File: config.mk
export PLATFORM = sky130hd
export DESIGN_NAME = url_form_pair_decoder
export DESIGN_NICKNAME = d
export VERILOG_FILES = /design/src/hw/rtl/ufpd_pkg.sv /design/src/hw/rtl/ufpd_front.sv /design/src/hw/rtl/ufpd_queue.sv /design/src/hw/rtl/ufpd_back.sv /design/src/hw/rtl/url_form_pair_decoder.sv
export SDC_FILE = /design/constraint.sdc
export NUM_CORES = 1
export LEC_CHECK = 0
export ABC_AREA = 1
export BUFFER_PORTS_ARGS = -buffer_cell sky130_fd_sc_hd__buf_4
export CAP_MARGIN = 20
export CELL_PAD_IN_SITES_DETAIL_PLACEMENT = 1
export CELL_PAD_IN_SITES_GLOBAL_PLACEMENT = 2
export CORE_MARGIN = 3
export CORE_UTILIZATION = 40
export CTS_CLUSTER_SIZE = 12
export DETAILED_ROUTE_END_ITERATION = 8
export PLACE_DENSITY_LB_ADDON = 0.25
export SLEW_MARGIN = 0
export SYNTH_ARGS = -nofsm -noshare
export SYNTH_HDL_FRONTEND = slang
export SYNTH_SLANG_ARGS = --single-unit
File: constraint.sdc
create_clock -name i_clk -period 5.3 [get_ports i_clk]
set_clock_uncertainty 0.1 [all_clocks]
set_input_delay 0.265 -clock i_clk [delete_from_list [all_inputs] [get_ports i_clk]]
set_output_delay 0.265 -clock i_clk [all_outputs]
set_load 0.01 [all_outputs]
File: src/hw/rtl/ufpd_pkg.sv
// shared types, character codes and helpers for the form pair decoder
// no dependencies; imported by the front, queue, back and top-level modules
package ufpd_pkg;

    // sizes
    localparam int KEEP_W      = 10;
    localparam int LIMIT_W     = 8;
    localparam int CFG_DATA_W  = 10;
    localparam int FIELD_BYTES = 1024;
    localparam int MAX_PAIRS   = 32;
    localparam int RES_MAX     = 3;
    localparam int QUEUE_DEPTH = 4;
    localparam int QPTR_W      = $clog2(QUEUE_DEPTH);

    localparam logic [KEEP_W-1:0]  KEEP_MAX =
        (FIELD_BYTES - 1 > (1 << KEEP_W) - 1) ? '1 : KEEP_W'(FIELD_BYTES - 1);
    localparam logic [LIMIT_W-1:0] PAIR_CAP = LIMIT_W'(MAX_PAIRS);
    localparam logic [LIMIT_W-1:0] PAIRS_SAT = '1;

    // register reset values
    localparam logic [KEEP_W-1:0]  KEY_KEEP_RST   = 10'd63;
    localparam logic [KEEP_W-1:0]  VALUE_KEEP_RST = 10'd255;

    // characters
    localparam logic [7:0] CH_PLUS  = 8'h2B;
    localparam logic [7:0] CH_PCT   = 8'h25;
    localparam logic [7:0] CH_EQ    = 8'h3D;
    localparam logic [7:0] CH_AMP   = 8'h26;
    localparam logic [7:0] CH_SPACE = 8'h20;
    localparam logic [3:0] HEX_ALPHA_OFS = 4'(10 - 1);

    // configuration register indexes
    typedef enum logic [1:0] {
        CFG_KEY_KEEP   = 2'd0,
        CFG_VALUE_KEEP = 2'd1,
        CFG_PAIR_LIMIT = 2'd2
    } t_cfg_idx;

    // all results caused by one request
    typedef struct packed {
        logic [1:0]        last_idx;
        logic              has_bytes;
        logic              in_value;
        logic              pair_end;
        logic              string_end;
        logic [2:0][7:0]   bytes;
    } t_bundle;

    function automatic logic hex_ok(logic [7:0] c);
        return c inside {[8'h30:8'h39], [8'h61:8'h66], [8'h41:8'h46]};
    endfunction

    function automatic logic [3:0] hex_val(logic [7:0] c);
        logic [3:0] v;
        if (c <= 8'h39) begin
            v = c[3:0];
        end else begin
            v = c[3:0] + HEX_ALPHA_OFS;
        end
        return v;
    endfunction

endpackage

File: src/hw/rtl/ufpd_front.sv
// front part: configuration registers, pair/segment state and per-byte decode
// depends on ufpd_pkg; produces at most one result bundle per request into the queue
module ufpd_front (
    input  logic                          i_clk,
    input  logic                          i_rst_n,
    input  logic                          i_cfg_we,
    input  logic [1:0]                    i_cfg_idx,
    input  logic [ufpd_pkg::CFG_DATA_W-1:0] i_cfg_data,
    input  logic                          i_push,
    input  logic [7:0]                    i_in_byte,
    input  logic                          i_in_final,
    input  logic                          i_q_full,
    output logic                          o_q_push,
    output ufpd_pkg::t_bundle             o_q_data
);
    import ufpd_pkg::*;

    typedef struct packed {
        logic [1:0]      cnt;
        logic [2:0][7:0] bytes;
    } t_emit;

    function automatic t_emit add_byte(t_emit e, logic [7:0] x);
        t_emit r;
        r = e;
        if (e.cnt != 2'(RES_MAX)) begin
            r.bytes[e.cnt] = x;
            r.cnt          = e.cnt + 2'd1;
        end
        return r;
    endfunction

    logic [KEEP_W-1:0]  r_key_keep, r_value_keep;
    logic [LIMIT_W-1:0] r_pair_limit;

    logic               r_seg_is_value, n_seg_is_value;
    logic [KEEP_W-1:0]  r_seg_position, n_seg_position;
    logic [1:0]         r_held_count, n_held_count;
    logic [7:0]         r_held1, n_held1;
    logic [LIMIT_W-1:0] r_pairs_made, n_pairs_made;
    logic               r_dropping, n_dropping;

    logic               accept;
    logic               drop_now;
    logic [KEEP_W-1:0]  keep_raw, keep;
    logic [LIMIT_W-1:0] limit;
    logic [7:0]         st_byte;
    logic               st_hold;
    t_emit              em;
    logic               pair_end, str_end, do_flush;

    // effective keep and limit
    assign keep_raw = r_seg_is_value ? r_value_keep : r_key_keep;
    assign keep     = (keep_raw > KEEP_MAX) ? KEEP_MAX : keep_raw;
    assign limit    = (r_pair_limit < PAIR_CAP) ? r_pair_limit : PAIR_CAP;
    assign drop_now = r_dropping || (r_pairs_made >= limit);
    assign accept   = i_push && !i_q_full;

    // what a byte that starts fresh turns into
    assign st_hold = (i_in_byte == CH_PCT);
    assign st_byte = (i_in_byte == CH_PLUS) ? CH_SPACE : i_in_byte;

    // decode one byte against the current state
    always_comb begin
        em             = '0;
        n_held_count   = r_held_count;
        n_held1        = r_held1;
        n_seg_is_value = r_seg_is_value;
        n_seg_position = r_seg_position;
        n_pairs_made   = r_pairs_made;
        n_dropping     = r_dropping;
        pair_end       = 1'b0;
        str_end        = 1'b0;
        do_flush       = 1'b0;

        if (drop_now) begin
            n_dropping = 1'b1;
            if (i_in_final) begin
                str_end = 1'b1;
            end
        end else begin
            if (i_in_byte == CH_AMP) begin
                do_flush = 1'b1;
                pair_end = 1'b1;
            end else if (i_in_byte == CH_EQ && !r_seg_is_value) begin
                do_flush       = 1'b1;
                n_seg_is_value = 1'b1;
                n_seg_position = '0;
            end else if (r_seg_position < keep) begin
                case (r_held_count)
                    2'd0: begin
                        if (st_hold) begin
                            n_held_count = 2'd1;
                        end else begin
                            em = add_byte(em, st_byte);
                        end
                    end
                    2'd1: begin
                        if (hex_ok(i_in_byte)) begin
                            n_held1      = i_in_byte;
                            n_held_count = 2'd2;
                        end else begin
                            em = add_byte(em, CH_PCT);
                            if (st_hold) begin
                                n_held_count = 2'd1;
                            end else begin
                                n_held_count = 2'd0;
                                em = add_byte(em, st_byte);
                            end
                        end
                    end
                    default: begin
                        if (hex_ok(i_in_byte) && hex_ok(r_held1)) begin
                            n_held_count = 2'd0;
                            em = add_byte(em, {hex_val(r_held1), hex_val(i_in_byte)});
                        end else begin
                            em = add_byte(em, CH_PCT);
                            em = add_byte(em, r_held1);
                            if (st_hold) begin
                                n_held_count = 2'd1;
                            end else begin
                                n_held_count = 2'd0;
                                em = add_byte(em, st_byte);
                            end
                        end
                    end
                endcase
                n_seg_position = r_seg_position + 1'b1;
                if (n_seg_position >= keep) begin
                    do_flush = 1'b1;
                end
            end else begin
                do_flush = 1'b1;
            end
            if (i_in_final) begin
                do_flush = 1'b1;
                pair_end = 1'b1;
                str_end  = 1'b1;
            end
        end

        // pending escape goes out literally
        if (do_flush) begin
            if (n_held_count != 2'd0) begin
                em = add_byte(em, CH_PCT);
            end
            if (n_held_count == 2'd2) begin
                em = add_byte(em, n_held1);
            end
            n_held_count = 2'd0;
        end

        // pair bookkeeping
        if (pair_end) begin
            if (r_pairs_made != PAIRS_SAT) begin
                n_pairs_made = r_pairs_made + 1'b1;
            end
            n_dropping     = (n_pairs_made >= limit);
            n_seg_is_value = 1'b0;
            n_seg_position = '0;
        end

        // end of string returns to the idle state
        if (str_end) begin
            n_seg_is_value = 1'b0;
            n_seg_position = '0;
            n_held_count   = 2'd0;
            n_held1        = '0;
            n_pairs_made   = '0;
            n_dropping     = 1'b0;
        end
    end

    // bundle toward the queue
    always_comb begin
        o_q_data            = '0;
        o_q_data.bytes      = em.bytes;
        o_q_data.has_bytes  = (em.cnt != 2'd0);
        o_q_data.last_idx   = (em.cnt != 2'd0) ? em.cnt - 2'd1 : 2'd0;
        o_q_data.in_value   = (em.cnt != 2'd0) && r_seg_is_value;
        o_q_data.pair_end   = pair_end;
        o_q_data.string_end = str_end;
    end
    assign o_q_push = accept && ((em.cnt != 2'd0) || pair_end || str_end);

    // configuration registers
    always_ff @(posedge i_clk) begin
        if (!i_rst_n) begin
            r_key_keep   <= KEY_KEEP_RST;
            r_value_keep <= VALUE_KEEP_RST;
            r_pair_limit <= PAIR_CAP;
        end else if (i_cfg_we) begin
            case (t_cfg_idx'(i_cfg_idx))
                CFG_KEY_KEEP:   r_key_keep   <= i_cfg_data[KEEP_W-1:0];
                CFG_VALUE_KEEP: r_value_keep <= i_cfg_data[KEEP_W-1:0];
                CFG_PAIR_LIMIT: r_pair_limit <= i_cfg_data[LIMIT_W-1:0];
                default: ;
            endcase
        end
    end

    // parse state
    always_ff @(posedge i_clk) begin
        if (!i_rst_n) begin
            r_seg_is_value <= 1'b0;
            r_seg_position <= '0;
            r_held_count   <= 2'd0;
            r_held1        <= '0;
            r_pairs_made   <= '0;
            r_dropping     <= 1'b0;
        end else if (accept) begin
            r_seg_is_value <= n_seg_is_value;
            r_seg_position <= n_seg_position;
            r_held_count   <= n_held_count;
            r_held1        <= n_held1;
            r_pairs_made   <= n_pairs_made;
            r_dropping     <= n_dropping;
        end
    end

endmodule

File: src/hw/rtl/ufpd_queue.sv
// short queue of result bundles between the front and back parts
// depends on ufpd_pkg for the bundle type and depth
module ufpd_queue (
    input  logic              i_clk,
    input  logic              i_rst_n,
    input  logic              i_push,
    input  ufpd_pkg::t_bundle i_data,
    output logic              o_full,
    input  logic              i_pop,
    output ufpd_pkg::t_bundle o_data,
    output logic              o_empty
);
    import ufpd_pkg::*;

    t_bundle           r_mem [QUEUE_DEPTH];
    logic [QPTR_W-1:0] r_wr_ptr, r_rd_ptr;
    logic [QPTR_W:0]   r_count;
    logic              do_push, do_pop;

    assign o_full  = (r_count == (QPTR_W+1)'(QUEUE_DEPTH));
    assign o_empty = (r_count == '0);
    assign do_push = i_push && !o_full;
    assign do_pop  = i_pop && !o_empty;
    assign o_data  = r_mem[r_rd_ptr];

    // storage
    always_ff @(posedge i_clk) begin
        if (do_push) begin
            r_mem[r_wr_ptr] <= i_data;
        end
    end

    // pointers and fill count
    always_ff @(posedge i_clk) begin
        if (!i_rst_n) begin
            r_wr_ptr <= '0;
            r_rd_ptr <= '0;
            r_count  <= '0;
        end else begin
            if (do_push) begin
                r_wr_ptr <= r_wr_ptr + 1'b1;
            end
            if (do_pop) begin
                r_rd_ptr <= r_rd_ptr + 1'b1;
            end
            if (do_push && !do_pop) begin
                r_count <= r_count + 1'b1;
            end else if (do_pop && !do_push) begin
                r_count <= r_count - 1'b1;
            end
        end
    end

endmodule

File: src/hw/rtl/ufpd_back.sv
// back part: holds one bundle and hands out its results one per pop
// depends on ufpd_pkg; reads bundles from ufpd_queue
module ufpd_back (
    input  logic              i_clk,
    input  logic              i_rst_n,
    input  logic              i_q_empty,
    input  ufpd_pkg::t_bundle i_q_data,
    output logic              o_q_pop,
    input  logic              i_pop,
    output logic              o_empty,
    output logic [7:0]        o_out_byte,
    output logic              o_byte_valid,
    output logic              o_in_value,
    output logic              o_pair_done,
    output logic              o_string_done,
    output logic              o_run_last
);
    import ufpd_pkg::*;

    t_bundle    r_cur;
    logic       r_cur_valid;
    logic [1:0] r_sub;
    logic       is_last, finish;

    assign is_last = (r_sub == r_cur.last_idx);
    assign finish  = r_cur_valid && i_pop && is_last;
    assign o_q_pop = !i_q_empty && (!r_cur_valid || finish);

    // result fields
    assign o_empty       = !r_cur_valid;
    assign o_byte_valid  = r_cur.has_bytes;
    assign o_out_byte    = r_cur.has_bytes ? r_cur.bytes[r_sub] : 8'd0;
    assign o_in_value    = r_cur.in_value;
    assign o_pair_done   = is_last && r_cur.pair_end;
    assign o_string_done = is_last && r_cur.string_end;
    assign o_run_last    = is_last;

    // current bundle and result index
    always_ff @(posedge i_clk) begin
        if (!i_rst_n) begin
            r_cur_valid <= 1'b0;
            r_sub       <= 2'd0;
        end else if (o_q_pop) begin
            r_cur_valid <= 1'b1;
            r_sub       <= 2'd0;
        end else if (finish) begin
            r_cur_valid <= 1'b0;
            r_sub       <= 2'd0;
        end else if (r_cur_valid && i_pop) begin
            r_sub <= r_sub + 2'd1;
        end
    end

    always_ff @(posedge i_clk) begin
        if (o_q_pop) begin
            r_cur <= i_q_data;
        end
    end

endmodule

File: src/hw/rtl/url_form_pair_decoder.sv
// top level of the form/query pair decoder: front, queue and back parts
// depends on ufpd_pkg, ufpd_front, ufpd_queue and ufpd_back
//
// Takes one raw byte per cycle and splits the string into key=value pairs,
// turning '+' into a space and valid %XX escapes into one byte. Each byte
// produces zero to three results; the front part decodes a byte in the cycle
// it is accepted and writes all of its results as one entry into a
// four-entry queue, and the back part hands the results out one per cycle
// while i_pop is high, from its output register. Input is taken every cycle
// while the queue has room, so sustained input rate is one byte per cycle
// as long as bytes average no more than one result each; runs of escapes
// flushed literally drain at one result per cycle and fill the queue.
// Configuration writes take effect on the next cycle and are meant to be
// made while the block is idle.
module url_form_pair_decoder (
    input  logic                            i_clk,
    input  logic                            i_rst_n,
    input  logic                            i_cfg_we,
    input  logic [1:0]                      i_cfg_idx,
    input  logic [ufpd_pkg::CFG_DATA_W-1:0] i_cfg_data,
    input  logic                            i_push,
    output logic                            o_full,
    input  logic [7:0]                      i_in_byte,
    input  logic                            i_in_final,
    output logic                            o_empty,
    input  logic                            i_pop,
    output logic [7:0]                      o_out_byte,
    output logic                            o_byte_valid,
    output logic                            o_in_value,
    output logic                            o_pair_done,
    output logic                            o_string_done,
    output logic                            o_run_last
);
    import ufpd_pkg::*;

    logic    q_push, q_full, q_pop, q_empty;
    t_bundle q_wdata, q_rdata;

    assign o_full = q_full;

    // byte decode and parse state
    ufpd_front u_front (
        .i_clk      (i_clk),
        .i_rst_n    (i_rst_n),
        .i_cfg_we   (i_cfg_we),
        .i_cfg_idx  (i_cfg_idx),
        .i_cfg_data (i_cfg_data),
        .i_push     (i_push),
        .i_in_byte  (i_in_byte),
        .i_in_final (i_in_final),
        .i_q_full   (q_full),
        .o_q_push   (q_push),
        .o_q_data   (q_wdata)
    );

    // bundle queue
    ufpd_queue u_queue (
        .i_clk   (i_clk),
        .i_rst_n (i_rst_n),
        .i_push  (q_push),
        .i_data  (q_wdata),
        .o_full  (q_full),
        .i_pop   (q_pop),
        .o_data  (q_rdata),
        .o_empty (q_empty)
    );

    // result serializer
    ufpd_back u_back (
        .i_clk         (i_clk),
        .i_rst_n       (i_rst_n),
        .i_q_empty     (q_empty),
        .i_q_data      (q_rdata),
        .o_q_pop       (q_pop),
        .i_pop         (i_pop),
        .o_empty       (o_empty),
        .o_out_byte    (o_out_byte),
        .o_byte_valid  (o_byte_valid),
        .o_in_value    (o_in_value),
        .o_pair_done   (o_pair_done),
        .o_string_done (o_string_done),
        .o_run_last    (o_run_last)
    );

endmodule

-- After elaboration in Yosys (flattened, before gate mapping)
Memories as Yosys holds them, arrays and structs flattened. A register that Yosys moved wholly into a read port is not among the register bits.
Cells that the tools add are included.
- add/sub/neg operators: 15
- $mul: 0
- divide/modulo/power cells: 0
- magnitude comparators: 29
- equality and inequality tests: 18
- shifts and indexed selects: 0
- muxes and demuxes: 125
- bitwise logic cells: 4
- reduce and logical (&&, ||, !) cells: 57
- operators with widths (operator ; number):
    2-to-1 mux 26 bit ; 23
    2-to-1 mux 8 bit ; 32
    bitwise mux 24 bit ; 4
    demux 8 bit (select 2 bit) ; 5
    2-to-1 mux 10 bit ; 8
    one-hot mux 26 bit (2 select lines) ; 1
    2-to-1 mux 2 bit ; 21
    equality test 8 x 6 -> 1 bit, second input constant ; 4
    >= comparator 8 x 7 -> 1 bit, second input constant ; 4
    <= comparator 8 x 7 -> 1 bit, second input constant ; 4
    logical AND 1 bit ; 25
    2-to-1 mux 25 bit ; 1
    2-to-1 mux 1 bit ; 24
    < comparator 2 x 3 -> 1 bit, second input constant ; 6
    adder 2 x 1 -> 2 bit, second input constant ; 8
    binary-select mux 8 bit (select 2 bit) ; 1
    >= comparator 8 x 6 -> 1 bit, second input constant ; 2
    >= comparator 8 bit ; 2
    <= comparator 8 x 6 -> 1 bit, second input constant ; 2
    AND 15 bit ; 1
    inverter 15 bit ; 1
    nonzero test 3 bit ; 4
    adder 10 x 1 -> 10 bit, second input constant ; 1
    >= comparator 10 bit ; 1
    32 further kinds ; 63
- flip-flop bits (word level): 68
- latch bits: 0
- RAM bits: 120
- ROM bits: 0
- bits of input ports: 26
- output and inout bits: 15
- memories kept: 1
- memories (name ; words ; width ; rd ports ; clocked after memory_dff ; write ports ; RTL line ; RTL):
    u_queue.r_mem ; 4 ; 30 ; 1 ; 1 ; 1 ; ufpd_queue.sv:15 ; t_bundle r_mem [QUEUE_DEPTH];

-- Depth between registers and ports, before layout
- word-level depth: 61
- gate-level depth with buffers: 28
- mapped depth without buffers: 28

-- Cells and area by module
Synthesis repeated with hierarchy kept, for this count alone.
- cells, all modules: 1157
- area, all modules: 10928.0 um2
- by module, submodules not included (module ; times used ; cells an instance ; area an instance (um2) ; seq. area each (um2)):
    ufpd_queue ; 1 ; 361 ; 4997.3 ; 3783.6
    ufpd_front ; 1 ; 691 ; 4635.7 ; 1161.1
    ufpd_back ; 1 ; 105 ; 1295.0 ; 960.9

-- Worst setup path after synthesis
No wires, ideal clock.
- kind: reg2reg
- start: register u_front.r_seg_is_value
- end: memory u_queue.r_mem[0][0] (netlist name) (enable)
- setup time: 393 ps
- data arrival time: 3642 ps
- path slack: 1165 ps
- cell stages (with the launch flop): 19
- path through: dfxtp_1 -> buf_1 -> mux2i_1 -> ha_1 -> a21oi_1 -> nor2_1 -> a211oi_1 -> nand2_1 -> nor2_2 -> nand4_4 -> nand2_1 -> nand2_2 -> nand2_2 -> nand2_1 -> nand2_1 -> a21oi_4 -> nand2_4 -> o21ai_4 -> nor2_2
- RTL lines (what ; RTL line ; RTL):
    from (decl) ; ufpd_front.sv:36 ; logic r_seg_is_value, n_seg_is_value;
    from (signal assigned) ; ufpd_front.sv:212 ; r_seg_is_value <= n_seg_is_value;
    to (decl) ; ufpd_queue.sv:15 ;

==> results.toml <==
[outcome]
status = "finished, final reports clean"

[timing]
fin_crit_ps = 4296
rsz0062_at_grt = "false"
maxSlewViolCount = 0
hold_viol = 0
worst_slew_pin_slew_ps = 990.3
clock.fmax_ghz = 0.2328
setup_slack_ps = 1004
finalSetupViolations = 0
period_share = 0.8106
fin_hold_ws_ps = 52.18
setup_tns_ps = 0
slew_headroom = 0.3391

[power_and_ir_drop]
p_clk_frac = 0.304
powerDensity_nw_per_um2 = 424.8
seqPwrFrac = 0.440
p_sw_mw = 1.687
p_leak_nw = 4.983
swShare = 0.3215
p_total_mw = 5.246
ir_drop_v = 0.0002574
p_comb_frac = 0.256
power.internal_mw = 3.559

[setup_path]
r2r_start = "u_front.r_seg_is_value"
cp.arrival_ps = 4600
timing.reg2reg.setup_slack_ps = 1000
critical_path_class = "reg -> reg"
cp_common_cell = "nand2_1"
crit_required_ps = 5600
crit_path_max_fanout = 9
slowest_delay_ps = 510
r2r_end = "u_queue.r_count[2]"
worst_r2r_path_depth = 27
end_kind = "flip-flop"
cp_num_buf_inv = 4
start_kind = "flip-flop"
slowest_stage = "dfxtp_1"
cp_top_family = "simple AND/OR/NAND/NOR gates"

[layout]
multi_input_area_um2 = 4307
area_growth_pct = 14.88
register_area_um2 = 5867
layout.cells.non_filler = 1571
n_antenna_cell = 0
layout_commonest_cell = "nand2_1"
layout_common_cells = "nand2_1 (179), nor2_1 (174), edfxtp_1 (150), inv_1 (113), o21ai_0 (109)"
fill_cells = 2980
fin_util = 0.4712
drive_gt1_frac = 0.1092
final_nets = 1295
design_area_um2 = 12350

[die]
core_area_um2 = 26210
die_height_um = 169.9
die-width_um = 169.9
num_rows = 59
pin_count = 41
dieArea_um2 = 28880
start_util = 0.4102

[logic_synthesis]
ys_seq_elements = 218
async_flop_share = 0
synth_edf_count = 150
synth_cells = 1155
netlist_area_um2 = 10750
synth-main-ff-cell = "edfxtp_1"
yosys_warnings = 0
avgSynthCellArea_um2 = 9.307
synth.distinct_cells = 53
ys_seq_area_frac = 0.5457

[worst_hold_path]
hold_start = "i_rst_n"
hold_depth = 2
hp-class = "in -> reg"
hold_end = "u_front.r_value_keep[6]"

[clocking]
clk_pin_slew_worst_paths_ps = 60
cts_htree_levels = 1
clock_sinks = 218
cts_buffers = 25
cts_max_path_buffers = 3
cts-root-buf = "clkbuf_16"
cts-resized-gates = 0
cts_tree = "built"
clk_latency_ps = 520

[placement]
placed_area_um2 = 11480
dp.cells = 1516
numPortBuffers = 40
detailedPlace.worstSlack_ps = 985.9
hpwl_mm = 20.49
place_congestion = 0.8168

[route]
drc_errors = 0
drt_iter0_drc = 522
final_antenna_net_count = 0
vias = 8206
dr.pass1.iters = 4
viasPerCell = 5.223
wire_per_inst_um = 18.24
drt-total-wl_mm = 28.65

[global_route]
antenna_found_initial = 0
grt_usage = 0.1973
first_global_vias = 8443
grt_pass1_wl_mm = 45.70
grt_max_degree = 63
grt_remaining_overflow = 0

[run]
maxCapViolations = 0
-- layout make-up --
| class | instances | share of cell area |
|---|---|---|
| clock inverters | 11 | 0.007397 |
| multi-input cells | 784 | 0.3488 |
| flip-flops and latches | 218 | 0.4751 |
| well taps | 335 | 0.03394 |
| repair buffers | 68 | 0.04357 |
| clock buffers | 33 | 0.05391 |
| inverters | 122 | 0.03729 |
-- worst max-delay path by stage --
stage / from / endpoint / depth (start not counted)
2_1_floorplan: u_front.r_seg_is_value / u_queue.r_mem[0][0] / 18
3_3_place_gp: u_front.r_seg_is_value / u_queue.r_count[2] / 25
3_5_place_dp: u_front.r_seg_is_value / u_queue.r_count[1] / 19
4_1_cts: u_front.r_seg_is_value / u_queue.r_count[2] / 24
5_1_grt: u_front.r_seg_is_value / u_queue.r_count[2] / 25
6_report: u_front.r_seg_is_value / u_queue.r_count[2] / 27
-- synth_stat cells (5+ instances only) --
library cell,n,share of area
nand2_1,179,0.063
nor2_1,174,0.061
edfxtp_1,150,0.42
inv_1,113,0.039
o21ai_0,110,0.051
dfxtp_1,68,0.13
a21oi_1,52,0.024
nand3_1,50,0.023
ha_1,49,0.057
o22ai_1,35,0.020
clkbuf_1,33,0.012
xor2_1,14,0.011
nand4_1,12,0.0070
nand2_2,9,0.0052
o21a_1,9,0.0063
mux2i_1,8,0.0074
nor3_1,8,0.0037
nor2_2,7,0.0041
o211ai_1,6,0.0042
clkinv_1,5,0.0017
-- per-layer routing --
metal / global-route usage / share of wire / routed length (um) / up-vias
li1: - / - / - / 4083
met1: 0.2840 / 0.49 / 14110 / 3983
met2: 0.3252 / 0.46 / 13170 / 115
met3: 0.02485 / 0.034 / 969 / 25
met4: 0.03598 / 0.014 / 398 / 0
met5: 0 / 0 / 0 / -
-- timing repair --
| item | CTS | global route |
|---|---|---|
| setup buffers | 0 | 0 |
| hold endpoints to repair | 32 | 0 |
| hold buffers | 11 | 0 |
-- registers in the layout, indices dropped and copies added (netlist names) --
name                    cells
u_back.o_byte_valid         1
u_back.o_in_value           1
u_back.r_cur               28
u_back.r_cur_valid          1
u_back.r_sub                2
u_front.r_dropping          1
u_front.r_held1             8
u_front.r_held_count        2
u_front.r_key_keep         10
u_front.r_pair_limit        8
u_front.r_pairs_made        8
u_front.r_seg_is_value      1
u_front.r_seg_position     10
u_front.r_value_keep       10
u_queue.r_count             3
u_queue.r_mem             120
u_queue.r_rd_ptr            2
u_queue.r_wr_ptr            2
-- cells by family after synthesis --
| kind of cell | Yosys count | share of synthesized area |
|---|---|---|
| fa+ha+maj | 50 | 0.05890 |
| buf+inv | 156 | 0.05471 |
| other cells | 1 | 0.0003489 |
| mux | 8 | 0.007450 |
| flops | 218 | 0.5457 |
| xor+xnor | 17 | 0.01385 |
| compound gates | 243 | 0.1308 |
| simple gates | 462 | 0.1882 |
-- power by group through the flow --
stage	clock network (mW)	registers, mW	logic (mW)
after floorplan	0	2.31	0.852
after global placement	0	2.33	1.30
after detailed placement	0	2.34	1.35
after CTS	1.63	2.31	1.36
after global routing	1.70	2.33	1.51
final	1.60	2.31	1.34
Power figures use the tool's default switching activity.
